## config.mk

```make
export PLATFORM = sky130hd
export DESIGN_NAME = date_difference_and_offset_top
export DESIGN_NICKNAME = d
export VERILOG_FILES = /design/src/hdl/daoff_pkg.sv /design/src/hdl/daoff_daynum.sv /design/src/hdl/daoff_divide.sv /design/src/hdl/daoff_calendar.sv /design/src/hdl/date_difference_and_offset_top.sv
export SDC_FILE = /design/constraint.sdc
export NUM_CORES = 2
export LEC_CHECK = 0
export BUFFER_PORTS_ARGS = -buffer_cell sky130_fd_sc_hd__buf_2
export CORE_ASPECT_RATIO = 0.7
export CORE_UTILIZATION = 45
export CTS_BUF_LIST = sky130_fd_sc_hd__clkbuf_8
export CTS_CLUSTER_DIAMETER = 40
export DETAILED_ROUTE_END_ITERATION = 10
export GPL_ROUTABILITY_DRIVEN = 0
export GPL_TIMING_DRIVEN = 1
export PLACE_DENSITY_LB_ADDON = 0.25
export SYNTH_ARGS = -nofsm -noshare
export SYNTH_HDL_FRONTEND = slang
export SYNTH_SLANG_ARGS = --single-unit
export TNS_END_PERCENT = 50
```

## constraint.sdc

```tcl
create_clock -name clk -period 17.1 [get_ports clk]
set_input_delay 0.855 -clock clk [delete_from_list [all_inputs] [get_ports clk]]
set_output_delay 0.855 -clock clk [all_outputs]
set_load 0.02 [all_outputs]
```

## src/hdl/daoff_pkg.sv

```systemverilog
// Shared types, constants and calendar tables for the date difference and offset unit.
package daoff_pkg;

	typedef struct packed {
		logic        cmd;
		logic [13:0] year_a;
		logic [3:0]  month_a;
		logic [4:0]  day_a;
		logic [13:0] year_b;
		logic [3:0]  month_b;
		logic [4:0]  day_b;
		logic [19:0] add_count;
	} request_t;

	typedef struct packed {
		logic signed [22:0] day_difference;
		logic [13:0]        out_year;
		logic [3:0]         out_month;
		logic [4:0]         out_day;
		logic               year_overflow;
	} result_t;

	// Linear day number, days from 0-01-01; reaches -1 for day 0 of year 0 January.
	typedef logic signed [23:0] daynum_t;

	// Fields that ride along the pipeline next to the date work.
	typedef struct packed {
		logic               cmd;
		logic signed [22:0] diff;
	} side_t;

	localparam logic        CMD_DIFF = 1'b0;
	localparam logic        CMD_ADD  = 1'b1;

	localparam logic signed [24:0] DIFF_LIMIT = 25'sd3652500;
	localparam logic [14:0] MAX_YEAR   = 15'd9999;
	localparam logic [10:0] CYCLE_DAYS = 11'd1461;
	localparam logic [8:0]  LEAP_DAYS  = 9'd366;
	localparam logic [8:0]  YEAR_DAYS  = 9'd365;
	// floor(2^32 / 1461); the quotient estimate is low by at most one
	localparam logic [21:0] RECIP       = 22'd2939744;
	localparam int          RECIP_SHIFT = 32;

	// Day of year at which each month starts in a common year.
	function automatic logic [8:0] month_start(input logic [3:0] idx);
		logic [8:0] s;
		case (idx)
			4'd0:    s = 9'd0;
			4'd1:    s = 9'd31;
			4'd2:    s = 9'd59;
			4'd3:    s = 9'd90;
			4'd4:    s = 9'd120;
			4'd5:    s = 9'd151;
			4'd6:    s = 9'd181;
			4'd7:    s = 9'd212;
			4'd8:    s = 9'd243;
			4'd9:    s = 9'd273;
			4'd10:   s = 9'd304;
			4'd11:   s = 9'd334;
			default: s = 9'd0;
		endcase
		return s;
	endfunction

endpackage

```

## src/hdl/daoff_daynum.sv

```systemverilog
// Date to linear day number conversion.
module daoff_daynum (
	input  logic [13:0]      year,
	input  logic [3:0]       month,
	input  logic [4:0]       day,
	output daoff_pkg::daynum_t day_num
);

	logic [3:0]  m_idx;
	logic        leap_add;
	logic [14:0] leap_count;
	logic [22:0] base;

	always_comb begin
		if (month == 4'd0) begin
			m_idx = 4'd0;
		end else if (month > 4'd12) begin
			m_idx = 4'd11;
		end else begin
			m_idx = month - 4'd1;
		end
		leap_add   = (m_idx >= 4'd2) && (year[1:0] == 2'b00);
		leap_count = ({1'b0, year} + 15'd3) >> 2;
		base = 23'(year) * 23'd365 + 23'(leap_count) + 23'(daoff_pkg::month_start(m_idx))
			+ 23'(leap_add) + 23'(day);
		day_num = $signed({1'b0, base}) - 24'sd1;
	end

endmodule

```

## src/hdl/daoff_divide.sv

```systemverilog
// Two-stage division of the day number by the four-year cycle length.
module daoff_divide (
	input  logic             clk,
	input  logic             arst_n,
	input  logic             valid_s2,
	input  logic [22:0]      n_s2,
	input  daoff_pkg::side_t side_s2,
	output logic             valid_s4,
	output logic [12:0]      q_s4,
	output logic [10:0]      r_s4,
	output daoff_pkg::side_t side_s4
);

	logic             valid_s3;
	logic [22:0]      n_s3;
	logic [12:0]      q0_s3;
	daoff_pkg::side_t side_s3;

	logic [44:0] prod;
	logic [22:0] r0;
	logic [12:0] q_fix;
	logic [10:0] r_fix;

	assign prod = 45'(n_s2) * 45'(daoff_pkg::RECIP);

	always_comb begin
		r0 = n_s3 - 23'(q0_s3) * 23'(daoff_pkg::CYCLE_DAYS);
		// estimate may be one short: correct once
		if (r0 >= 23'(daoff_pkg::CYCLE_DAYS)) begin
			q_fix = q0_s3 + 13'd1;
			r_fix = 11'(r0[11:0] - 12'(daoff_pkg::CYCLE_DAYS));
		end else begin
			q_fix = q0_s3;
			r_fix = r0[10:0];
		end
	end

	always_ff @(posedge clk or negedge arst_n) begin
		if (!arst_n) begin
			valid_s3 <= 1'b0;
			valid_s4 <= 1'b0;
		end else begin
			valid_s3 <= valid_s2;
			valid_s4 <= valid_s3;
		end
	end

	always_ff @(posedge clk) begin
		n_s3    <= n_s2;
		q0_s3   <= prod[daoff_pkg::RECIP_SHIFT +: 13];
		side_s3 <= side_s2;
		q_s4    <= q_fix;
		r_s4    <= r_fix;
		side_s4 <= side_s3;
	end

endmodule

```

## src/hdl/daoff_calendar.sv

```systemverilog
// Cycle remainder to year, month and day, and final result register.
module daoff_calendar (
	input  logic               clk,
	input  logic               arst_n,
	input  logic               valid_s4,
	input  logic [12:0]        q_s4,
	input  logic [10:0]        r_s4,
	input  daoff_pkg::side_t   side_s4,
	output logic               done,
	output daoff_pkg::result_t result
);

	logic             valid_s5;
	logic [14:0]      y_s5;
	logic [8:0]       doy_s5;
	logic             leap_s5;
	daoff_pkg::side_t side_s5;

	logic [10:0] t;
	logic [1:0]  k;
	logic [14:0] y_next;
	logic [8:0]  doy_next;
	logic        leap_next;

	logic [3:0]         m_idx;
	logic [8:0]         m_start;
	daoff_pkg::result_t res_next;

	// Stage 5: year inside the four-year cycle
	always_comb begin
		t = r_s4 - 11'(daoff_pkg::LEAP_DAYS);
		if (r_s4 < 11'(daoff_pkg::LEAP_DAYS)) begin
			leap_next = 1'b1;
			k         = 2'd0;
			y_next    = {q_s4, 2'b00};
			doy_next  = r_s4[8:0];
		end else begin
			leap_next = 1'b0;
			if (t >= 11'd730) begin
				k = 2'd2;
			end else if (t >= 11'(daoff_pkg::YEAR_DAYS)) begin
				k = 2'd1;
			end else begin
				k = 2'd0;
			end
			y_next   = {q_s4, 2'b00} + 15'd1 + 15'(k);
			doy_next = 9'(t - 11'(k) * 11'(daoff_pkg::YEAR_DAYS));
		end
	end

	// Stage 6: month search over the start table, then pick the result form
	always_comb begin
		m_idx = 4'd0;
		for (int i = 1; i < 12; i++) begin
			if (doy_s5 >= daoff_pkg::month_start(4'(i)) + 9'((i >= 2) && leap_s5)) begin
				m_idx = 4'(i);
			end
		end
		m_start = daoff_pkg::month_start(m_idx) + 9'((m_idx >= 4'd2) && leap_s5);

		res_next = '0;
		if (side_s5.cmd == daoff_pkg::CMD_DIFF) begin
			res_next.day_difference = side_s5.diff;
		end else if (y_s5 > daoff_pkg::MAX_YEAR) begin
			res_next.out_year      = 14'(daoff_pkg::MAX_YEAR);
			res_next.out_month     = 4'd12;
			res_next.out_day       = 5'd31;
			res_next.year_overflow = 1'b1;
		end else begin
			res_next.out_year  = y_s5[13:0];
			res_next.out_month = m_idx + 4'd1;
			res_next.out_day   = 5'(doy_s5 - m_start + 9'd1);
		end
	end

	always_ff @(posedge clk or negedge arst_n) begin
		if (!arst_n) begin
			valid_s5 <= 1'b0;
			done     <= 1'b0;
		end else begin
			valid_s5 <= valid_s4;
			done     <= valid_s5;
		end
	end

	always_ff @(posedge clk) begin
		y_s5    <= y_next;
		doy_s5  <= doy_next;
		leap_s5 <= leap_next;
		side_s5 <= side_s4;
		result  <= res_next;
	end

endmodule

```

## src/hdl/date_difference_and_offset_top.sv

```systemverilog
// Top level of the date difference and offset unit.
//
//  channel  | handshake                 | payload
//  ---------+---------------------------+----------------------------
//  request  | start, busy (always low)  | request (daoff_pkg::request_t)
//  result   | done, one cycle           | result  (daoff_pkg::result_t)
//
// Six register stages: day numbers, difference/sum, reciprocal multiply,
// quotient correction, year split, month search. Result is on the ports from the
// month search register, for one cycle; one request accepted every cycle.
// arst_n clears the stage valid bits; payload registers are not reset.
// The result side cannot stall, so the pipeline never holds and busy stays low.
module date_difference_and_offset_top (
	input  logic                clk,
	input  logic                arst_n,
	input  logic                start,
	output logic                busy,
	input  daoff_pkg::request_t request,
	output logic                done,
	output daoff_pkg::result_t  result
);

	daoff_pkg::daynum_t na, nb;

	logic               valid_s1;
	daoff_pkg::daynum_t na_s1, nb_s1;
	logic [19:0]        add_s1;
	logic               cmd_s1;

	logic               valid_s2;
	logic [22:0]        n_s2;
	daoff_pkg::side_t   side_s2;

	logic signed [24:0] sum, diff;
	logic signed [24:0] diff_sat;
	logic [22:0]        n_next;
	daoff_pkg::side_t   side_next;

	logic               valid_s4;
	logic [12:0]        q_s4;
	logic [10:0]        r_s4;
	daoff_pkg::side_t   side_s4;

	assign busy = 1'b0;

	daoff_daynum u_daynum_a (
		.year    (request.year_a),
		.month   (request.month_a),
		.day     (request.day_a),
		.day_num (na)
	);

	daoff_daynum u_daynum_b (
		.year    (request.year_b),
		.month   (request.month_b),
		.day     (request.day_b),
		.day_num (nb)
	);

	always_comb begin
		sum  = {na_s1[23], na_s1} + $signed({5'b0, add_s1});
		diff = {nb_s1[23], nb_s1} - {na_s1[23], na_s1};
		if (diff > daoff_pkg::DIFF_LIMIT) begin
			diff_sat = daoff_pkg::DIFF_LIMIT;
		end else if (diff < -daoff_pkg::DIFF_LIMIT) begin
			diff_sat = -daoff_pkg::DIFF_LIMIT;
		end else begin
			diff_sat = diff;
		end
		// clamp sums before 0-01-01 to day zero
		n_next         = sum[24] ? 23'd0 : sum[22:0];
		side_next.cmd  = cmd_s1;
		side_next.diff = diff_sat[22:0];
	end

	always_ff @(posedge clk or negedge arst_n) begin
		if (!arst_n) begin
			valid_s1 <= 1'b0;
			valid_s2 <= 1'b0;
		end else begin
			valid_s1 <= start && !busy;
			valid_s2 <= valid_s1;
		end
	end

	always_ff @(posedge clk) begin
		na_s1   <= na;
		nb_s1   <= nb;
		add_s1  <= request.add_count;
		cmd_s1  <= request.cmd;
		n_s2    <= n_next;
		side_s2 <= side_next;
	end

	daoff_divide u_divide (
		.clk      (clk),
		.arst_n   (arst_n),
		.valid_s2 (valid_s2),
		.n_s2     (n_s2),
		.side_s2  (side_s2),
		.valid_s4 (valid_s4),
		.q_s4     (q_s4),
		.r_s4     (r_s4),
		.side_s4  (side_s4)
	);

	daoff_calendar u_calendar (
		.clk      (clk),
		.arst_n   (arst_n),
		.valid_s4 (valid_s4),
		.q_s4     (q_s4),
		.r_s4     (r_s4),
		.side_s4  (side_s4),
		.done     (done),
		.result   (result)
	);

endmodule
```

# --- After elaboration in Yosys (flattened, before gate mapping) ---
# Memories as Yosys holds them, arrays and structs flattened.
# Cells that the tools add are included.
word_totals:
  elab_cells: 139
  output_inout_bits: 49
  regBits: 326
  memories: 3
  ramBits: 0
  romBits: 432
  latchBits: 0
memory_table:
  columns: ["name", "words", "width", "read_ports", "rd_clocked_by_memory_dff", "wr", "line_no", "text"]
  rows:
  - ["(no name shown)", 16, 9, 1, 0, 0, "daoff_pkg.sv:47", "case (idx)"]
  - ["(no name shown)", 16, 9, 1, 0, 0, "daoff_pkg.sv:47", null]
  - ["(no name shown)", 16, 9, 1, 0, 0, "daoff_pkg.sv:47", null]
op_classes:
  n_bitwise: 1
  shifts: 0
  n_mul: 5
  muxes: 26
  n_reduce_logical: 9
  addsub: 37
  div_mod_pow: 0
  eq_ne: 0
  order_cmp: 23
ops:
  columns: ["cell", "n"]
  rows:
  - ["9-bit >= comparator", 7]
  - ["4-bit 2-to-1 mux", 14]
  - ["23-bit by 1-bit subtractor with 24-bit output (second input constant)", 2]
  - ["23-bit by 1-bit adder with 23-bit output", 2]
  - ["23-bit by 13-bit adder with 23-bit output", 2]
  - ["23-bit by 5-bit adder with 23-bit output", 2]
  - ["23-bit by 9-bit adder with 23-bit output", 2]
  - ["14-bit by 9-bit multiplier with 23-bit output (second input constant)", 2]
  - ["23-bit 2-to-1 mux", 2]
  - ["23-bit by 17-bit multiplier with 40-bit output (second input constant)", 1]
  - ["8-bit by 1-bit adder with 9-bit output (first input constant)", 4]
  - ["14-bit by 2-bit adder with 15-bit output (second input constant)", 2]
  - ["9-bit by 1-bit adder with 9-bit output (first input constant)", 3]
  - ["24-bit by 21-bit adder with 25-bit output", 1]
  - ["25-bit by 23-bit greater-than comparator with 1-bit output (second input constant)", 1]
  - ["25-bit by 23-bit < comparator with 1-bit output (second input constant)", 1]
  - ["24-bit by 24-bit subtractor with 25-bit output", 1]
  - ["23-bit by 11-bit >= comparator with 1-bit output (second input constant)", 1]
  - ["13-bit by 11-bit multiplier with 23-bit output (second input constant)", 1]
  - ["23-bit subtractor", 1]
  - ["9-bit by 8-bit >= comparator with 1-bit output", 2]
  - ["7-bit by 1-bit adder with 8-bit output (first input constant)", 2]
  - ["15-bit by 1-bit adder with 15-bit output (second input constant)", 1]
  - ["15-bit by 2-bit adder with 15-bit output", 1]
  - ["other kinds (30)", 43]

# --- Longest topological paths before layout ---
depth:
  depth_word: 18
  depth_mapped: 30

# --- By module ---
# From an unflattened synthesis, not the netlist that was laid out.
unflattened:
  hier_cells: 3523
  hier_area_um2: 33429.6
modules_own_cells:
  columns: ["module", "n_inst", "area_each_um2", "cells_each"]
  rows:
  - ["daoff_divide", 1, 14395.1, 1455]
  - ["daoff_daynum", 2, 4647.0, 529]
  - ["date_difference_and_offset_top", 1, 5388.9, 550]
  - ["daoff_calendar", 1, 4351.7, 460]

# --- Worst setup path before layout ---
# OpenSTA, ideal clock, no wires.
synth_timing:
  kind: "in2reg"
  from: "input request[48] (netlist bit)"
  to: "register na_s1[17]"
  arrival_time_ns: 6.895
  setup_slack_ns: 10.134
  cell_stages: 26
  n_path_buf: 0
  path_cell_list: "inv_1 > ha_1 > inv_1 > nor2_1 > nor2_1 > o21ai_0 > inv_1 > ha_1 > o21ai_0 > nand2_1 > fa_1 > fa_1 > fa_1 > fa_1 > inv_1 > ha_1 > nor2b_1 > o31a_1 > o311a_1 > nor3_1 > nor2_1 > or4_1 > or3_1 > nand2b_1 > nor2_1 > xor2_1"
synth_between:
  elab_chain_cells: 8
synth_lines:
  columns: ["element", "line_no", "text"]
  rows:
  - ["start: declaration", "date_difference_and_offset_top.sv:18", "input daoff_pkg::request_t request,"]
  - ["4-bit by 1-bit subtractor with 4-bit output / 4-bit greater-than comparator (equally long branches)", "daoff_daynum.sv:20, daoff_daynum.sv:17", null]
  - ["4-bit 2-to-1 mux", "daoff_daynum.sv:17", "end else if (month > 4'd12) begin"]
  - ["4-bit 2-to-1 mux (*)", "daoff_daynum.sv:15", "if (month == 4'd0) begin"]
  - ["memory 16 x 9 bit / 4-bit by 2-bit >= comparator with 1-bit output (equally long branches)", null, null]
  - ["23-bit by 9-bit adder with 23-bit output / 1-bit logical AND (equally long branches)", "daoff_daynum.sv:24, daoff_daynum.sv:22", null]
  - ["23-bit by 1-bit adder with 23-bit output (*)", "daoff_daynum.sv:25", "+ 23'(leap_add) + 23'(day);"]
  - ["23-bit by 5-bit adder with 23-bit output (*)", "daoff_daynum.sv:25", null]
  - ["23-bit by 1-bit subtractor with 24-bit output (*)", "daoff_daynum.sv:26", "day_num = $signed({1'b0, base}) - 24'sd1;"]
  - ["named net na[17]", "date_difference_and_offset_top.sv:23", "daoff_pkg::daynum_t na, nb;"]
  - ["end signal: assignment", "date_difference_and_offset_top.sv:87", "na_s1 <= na;"]
  - ["end: declaration", "date_difference_and_offset_top.sv:26", "daoff_pkg::daynum_t na_s1, nb_s1;"]
# The timed path passes the listed nets; every way through them passes the cells marked *.
# A chain may end at the register's enable or synchronous reset.

# --- Worst setup path after layout ---
layout_timing:
  from: "input request[25] (netlist bit)"
  to: "register nb_s1[22]"
layout_between:
  elab_chain_cells: 8
layout_lines:
  columns: ["element", "line_no", "text"]
  rows:
  - ["4-bit by 1-bit subtractor with 4-bit output / 4-bit greater-than comparator (equally long branches)", "daoff_daynum.sv:20, daoff_daynum.sv:17", null]
  - ["4-bit 2-to-1 mux", "daoff_daynum.sv:17", null]
  - ["4-bit 2-to-1 mux (*)", "daoff_daynum.sv:15", null]
  - ["memory 16 x 9 bit / 4-bit by 2-bit >= comparator with 1-bit output (equally long branches)", null, null]
  - ["23-bit by 9-bit adder with 23-bit output / 1-bit logical AND (equally long branches)", "daoff_daynum.sv:24, daoff_daynum.sv:22", null]
  - ["23-bit by 1-bit adder with 23-bit output (*)", "daoff_daynum.sv:25", null]
  - ["23-bit by 5-bit adder with 23-bit output (*)", "daoff_daynum.sv:25", null]
  - ["23-bit by 1-bit subtractor with 24-bit output (*)", "daoff_daynum.sv:26", null]
  - ["named net nb[22]", "date_difference_and_offset_top.sv:23", null]
  - ["end signal: assignment", "date_difference_and_offset_top.sv:88", "nb_s1 <= nb;"]
  - ["end: declaration", "date_difference_and_offset_top.sv:26", null]
# Marked as above.

==> metrics.md <==
| Metric | Value |
|---|---|
| DR vias | 22300 |
| Startpoint types | input pin |
| Worst Path Arrival | 7.85 ns |
| Die width | 320 um |
| Tcrit/Tclk final | 43.0% |
| Minimum clock period | 7.35 ns |
| Starting Density | 45.6% |
| Vias in the first global route | 22300 |
| DR pass1 iterations | 5 |
| CTS tree | done |
| # nets final | 4409 |
| Area grow syn2layout | 8.43% |
| RSZ-0062 raised after global routing | no |
| CTS Buffer Depth | 3 |
| Syn Inst Count | 3353 |
| Top cells by area, synth | fa_1, dfxtp_1, ha_1 |
| Hold Path Stages | 1 |
| Layout cells sized above 1 | 7.05% |
| Antenna violations before repair | 4 |
| Final slew viol count | 0 |
| Hold Path Sink | add_s1[6]$_DFF_P_ |
| Worst EP required | 17.61 ns |
| Skew-Pair Late Insertion Delay | 0.64 ns |
| Syn nets | 4298 |
| Antenna-violating nets left | 0 |
| Die height | 225 um |
| Synth top area share | 24.3% |
| Reg2reg start | n_s2[8]$_SDFF_PP0_ |
| Final wirelength | 68.8 mm |
| Clock Sinks | 326 |
| Post-synth top area cell | fa_1 |
| H-tree Lvls | 2 |
| Synth unique cells | 97 |
| HP Start | request[6] |
| Post-Syn Area | 31900 um^2 |
| Count of final hold-check violations | 0 |
| Sum of negative setup slack | 0 ns |
| Full die area | 72000 um^2 |
| Least-Margin Pin Slew | 1.12 ns |
| Port Buffers | 117 |
| Worst Setup Path Type | in -> reg |
| All-Layer GR Usage | 19.7% |
| Setup Skew | 0.0269 ns |
| Max_cap viols | 0 |
| Type of the most critical hold path | in -> reg |
| # DRC | 0 |
| CTS buffer count | 53 |
| Number of buffers added for setup after CTS | 0 |
| Normalized max-slew margin | 24.2% |
| I/O pin total | 119 |
| Starting DRT DRC Count | 1240 |
| Ys flop type | dfxtp_1 |
| Seq/Total Area, Yosys | 20.5% |
| DR WL/cell | 15.4 um |
| Setup slack, reg-to-reg | 9.96 ns |
| Synthesis Warnings | 0 |
| Via density | 5.00 |
| First-pass GRT wire length | 114 mm |
| GRT Residual Overflow | 0 |
| Async set-reset flop share out of synthesis | 1.84% |
| CTS Root Cell | clkbuf_8 |
| Clock transition at path regs | 0.06 ns |
| DPL Wire Length | 58.5 mm |
| FF+latch count, synth | 326 |
| Status | complete, no violations |
| Core Box Area | 70000 um^2 |
| CP Capture Type | flop |
| R2R Path End | u_divide.q0_s3[12]$_DFF_P_ |
| Syn Area/Cell | 9.52 um^2 |
| Fill count | 6624 |
| Cell count of the worst reg-to-reg path | 19 |
| FP Rows | 81 |
| CP max FO | 12 |
| Fmax | 136 MHz |
| Largest net degree at the start of global routing | 38 |
| Finish-stage setup viols | 0 |
| Number of synthesized flops with an enable pin | 0 |
## cells in the mapped netlist (5+ instances only)
master	number
inv_1	683
ha_1	488
fa_1	387
dfxtp_1	320
nor2_1	165
nand2_1	164
a21oi_1	150
xnor2_1	110
o21ai_0	99
xor2_1	74
nor3_1	59
nor2b_1	53
clkbuf_1	52
nand3_1	50
o21a_1	50
a21o_1	37
nand2b_1	28
a31oi_1	20
and3_1	20
a211oi_1	19
o211ai_1	17
o21ai_1	17
or3_1	17
nand4_1	16
nor4_1	15
or2_2	14
mux2i_1	12
o31a_1	12
and2_1	11
a211o_1	9
a41oi_1	9
o31ai_1	9
buf_2	8
nor3b_1	8
a31o_2	7
nand3b_1	7
o21bai_1	7
o22ai_1	7
a311oi_1	6
dfrtp_1	6
o41ai_1	5
## how the worst max path moves through the flow
stage          cells past startpoint         from           endpoint
2_1_floorplan                     26  request[48]  na_s1[17]$_DFF_P_
3_3_place_gp                      25  request[25]  nb_s1[22]$_DFF_P_
3_5_place_dp                      25  request[25]  nb_s1[22]$_DFF_P_
4_1_cts                           25  request[25]  nb_s1[22]$_DFF_P_
5_1_grt                           25  request[25]  nb_s1[22]$_DFF_P_
6_report                          25  request[25]  nb_s1[22]$_DFF_P_
## sequential cells by signal (all words and copies together) (netlist names), 15 cells and up
name and cells:
side_s2 24, na_s1 24, u_divide.side_s4 24, u_divide.side_s3 24, add_s1 20, u_calendar.result 47
n_s2 23, u_calendar.y_s5 15, u_divide.n_s3 23, u_calendar.side_s5 24, nb_s1 24
## per-stage QoR
step           cells  hold WS, ns  setup slack [ns]  area (um^2)  util (%)
6_report        4460        0.309              9.75        34600      49.4
3_3_place_gp    4362        0.310              9.24        33400      47.8
4_1_cts         4459        0.244              9.80        34600      49.4
2_1_floorplan   3353        0.310             10.13        31900         -
3_5_place_dp    4362        0.312              9.12        33400      47.8
5_1_grt         4460        0.255              9.18        34600      49.4
## per-layer routing
metal	up-vias	wire length, um	GRT usage (%)
met2	443	28400	29.4
li1	11200	-	-
met5	-	8	0
met4	2	1010	3.52
met3	57	3820	3.79
met1	10600	35600	29.6
## cell type report
cell class / count / area [um^2] / share of cell area (%)
timing repair buffer: 120 / 611 / 1.76
antenna: 1 / 2.50 / 0.00723
multi-input combinational: 2279 / 22500 / 65.1
clock buffer: 60 / 826 / 2.39
tap: 954 / 1190 / 3.45
clock inverter: 36 / 320 / 0.926
inverter: 684 / 2570 / 7.42
sequential: 326 / 6560 / 18.9
## critical path: stages
cell and delay [ns]:
buf_2 0.12, inv_1 0.07, ha_1 0.21, nand2_1 0.08, o21ai_0 0.87, nor2_1 0.29
a22oi_1 0.32, fa_1 0.48, fa_1 0.52, inv_1 0.05, ha_1 0.29, fa_1 0.54
ha_1 0.19, inv_1 0.06, fa_1 0.40, nor2b_1 0.17, o31a_1 0.21, o221ai_1 0.21
a211oi_1 0.59, xnor2_1 0.22, and2_1 0.20, nand3_1 0.12, nor3b_1 0.47, nand3_1 0.16
xnor2_1 0.15
## cells in the final DEF (no fill, tap or decap), types with 37 or more instances in the layout
| cell type | count |
|---|---|
| clkbuf_8 | 60 |
| ha_1 | 488 |
| xnor2_1 | 110 |
| o21ai_0 | 99 |
| dfxtp_1 | 320 |
| xor2_1 | 74 |
| nand2_1 | 164 |
| inv_1 | 694 |
| nor2b_1 | 53 |
| nor3_1 | 59 |
| buf_2 | 117 |
| nor2_1 | 165 |
| a21o_1 | 37 |
| fa_1 | 387 |
| o21a_1 | 50 |
| nand3_1 | 50 |
| a21oi_1 | 150 |
## logic make-up after synthesis
family / Yosys count / share of synthesized area (%)
mux: 19 / 0.670
compound gates: 554 / 11.6
xor+xnor: 184 / 5.05
simple gates: 646 / 9.88
fa+ha+maj: 875 / 43.4
other cells: 1 / 0.0117
flops: 326 / 20.5
buf+inv: 748 / 8.89
## what timing repair did
item | in CTS | in global routing
hold buffers | 1 | 0
hold endpoints to repair | 6 | 0
gates resized for setup | 0 | 0
Power is not shown: default switching activity piles up to over one toggle a cycle in this logic, so the estimate is an artifact.
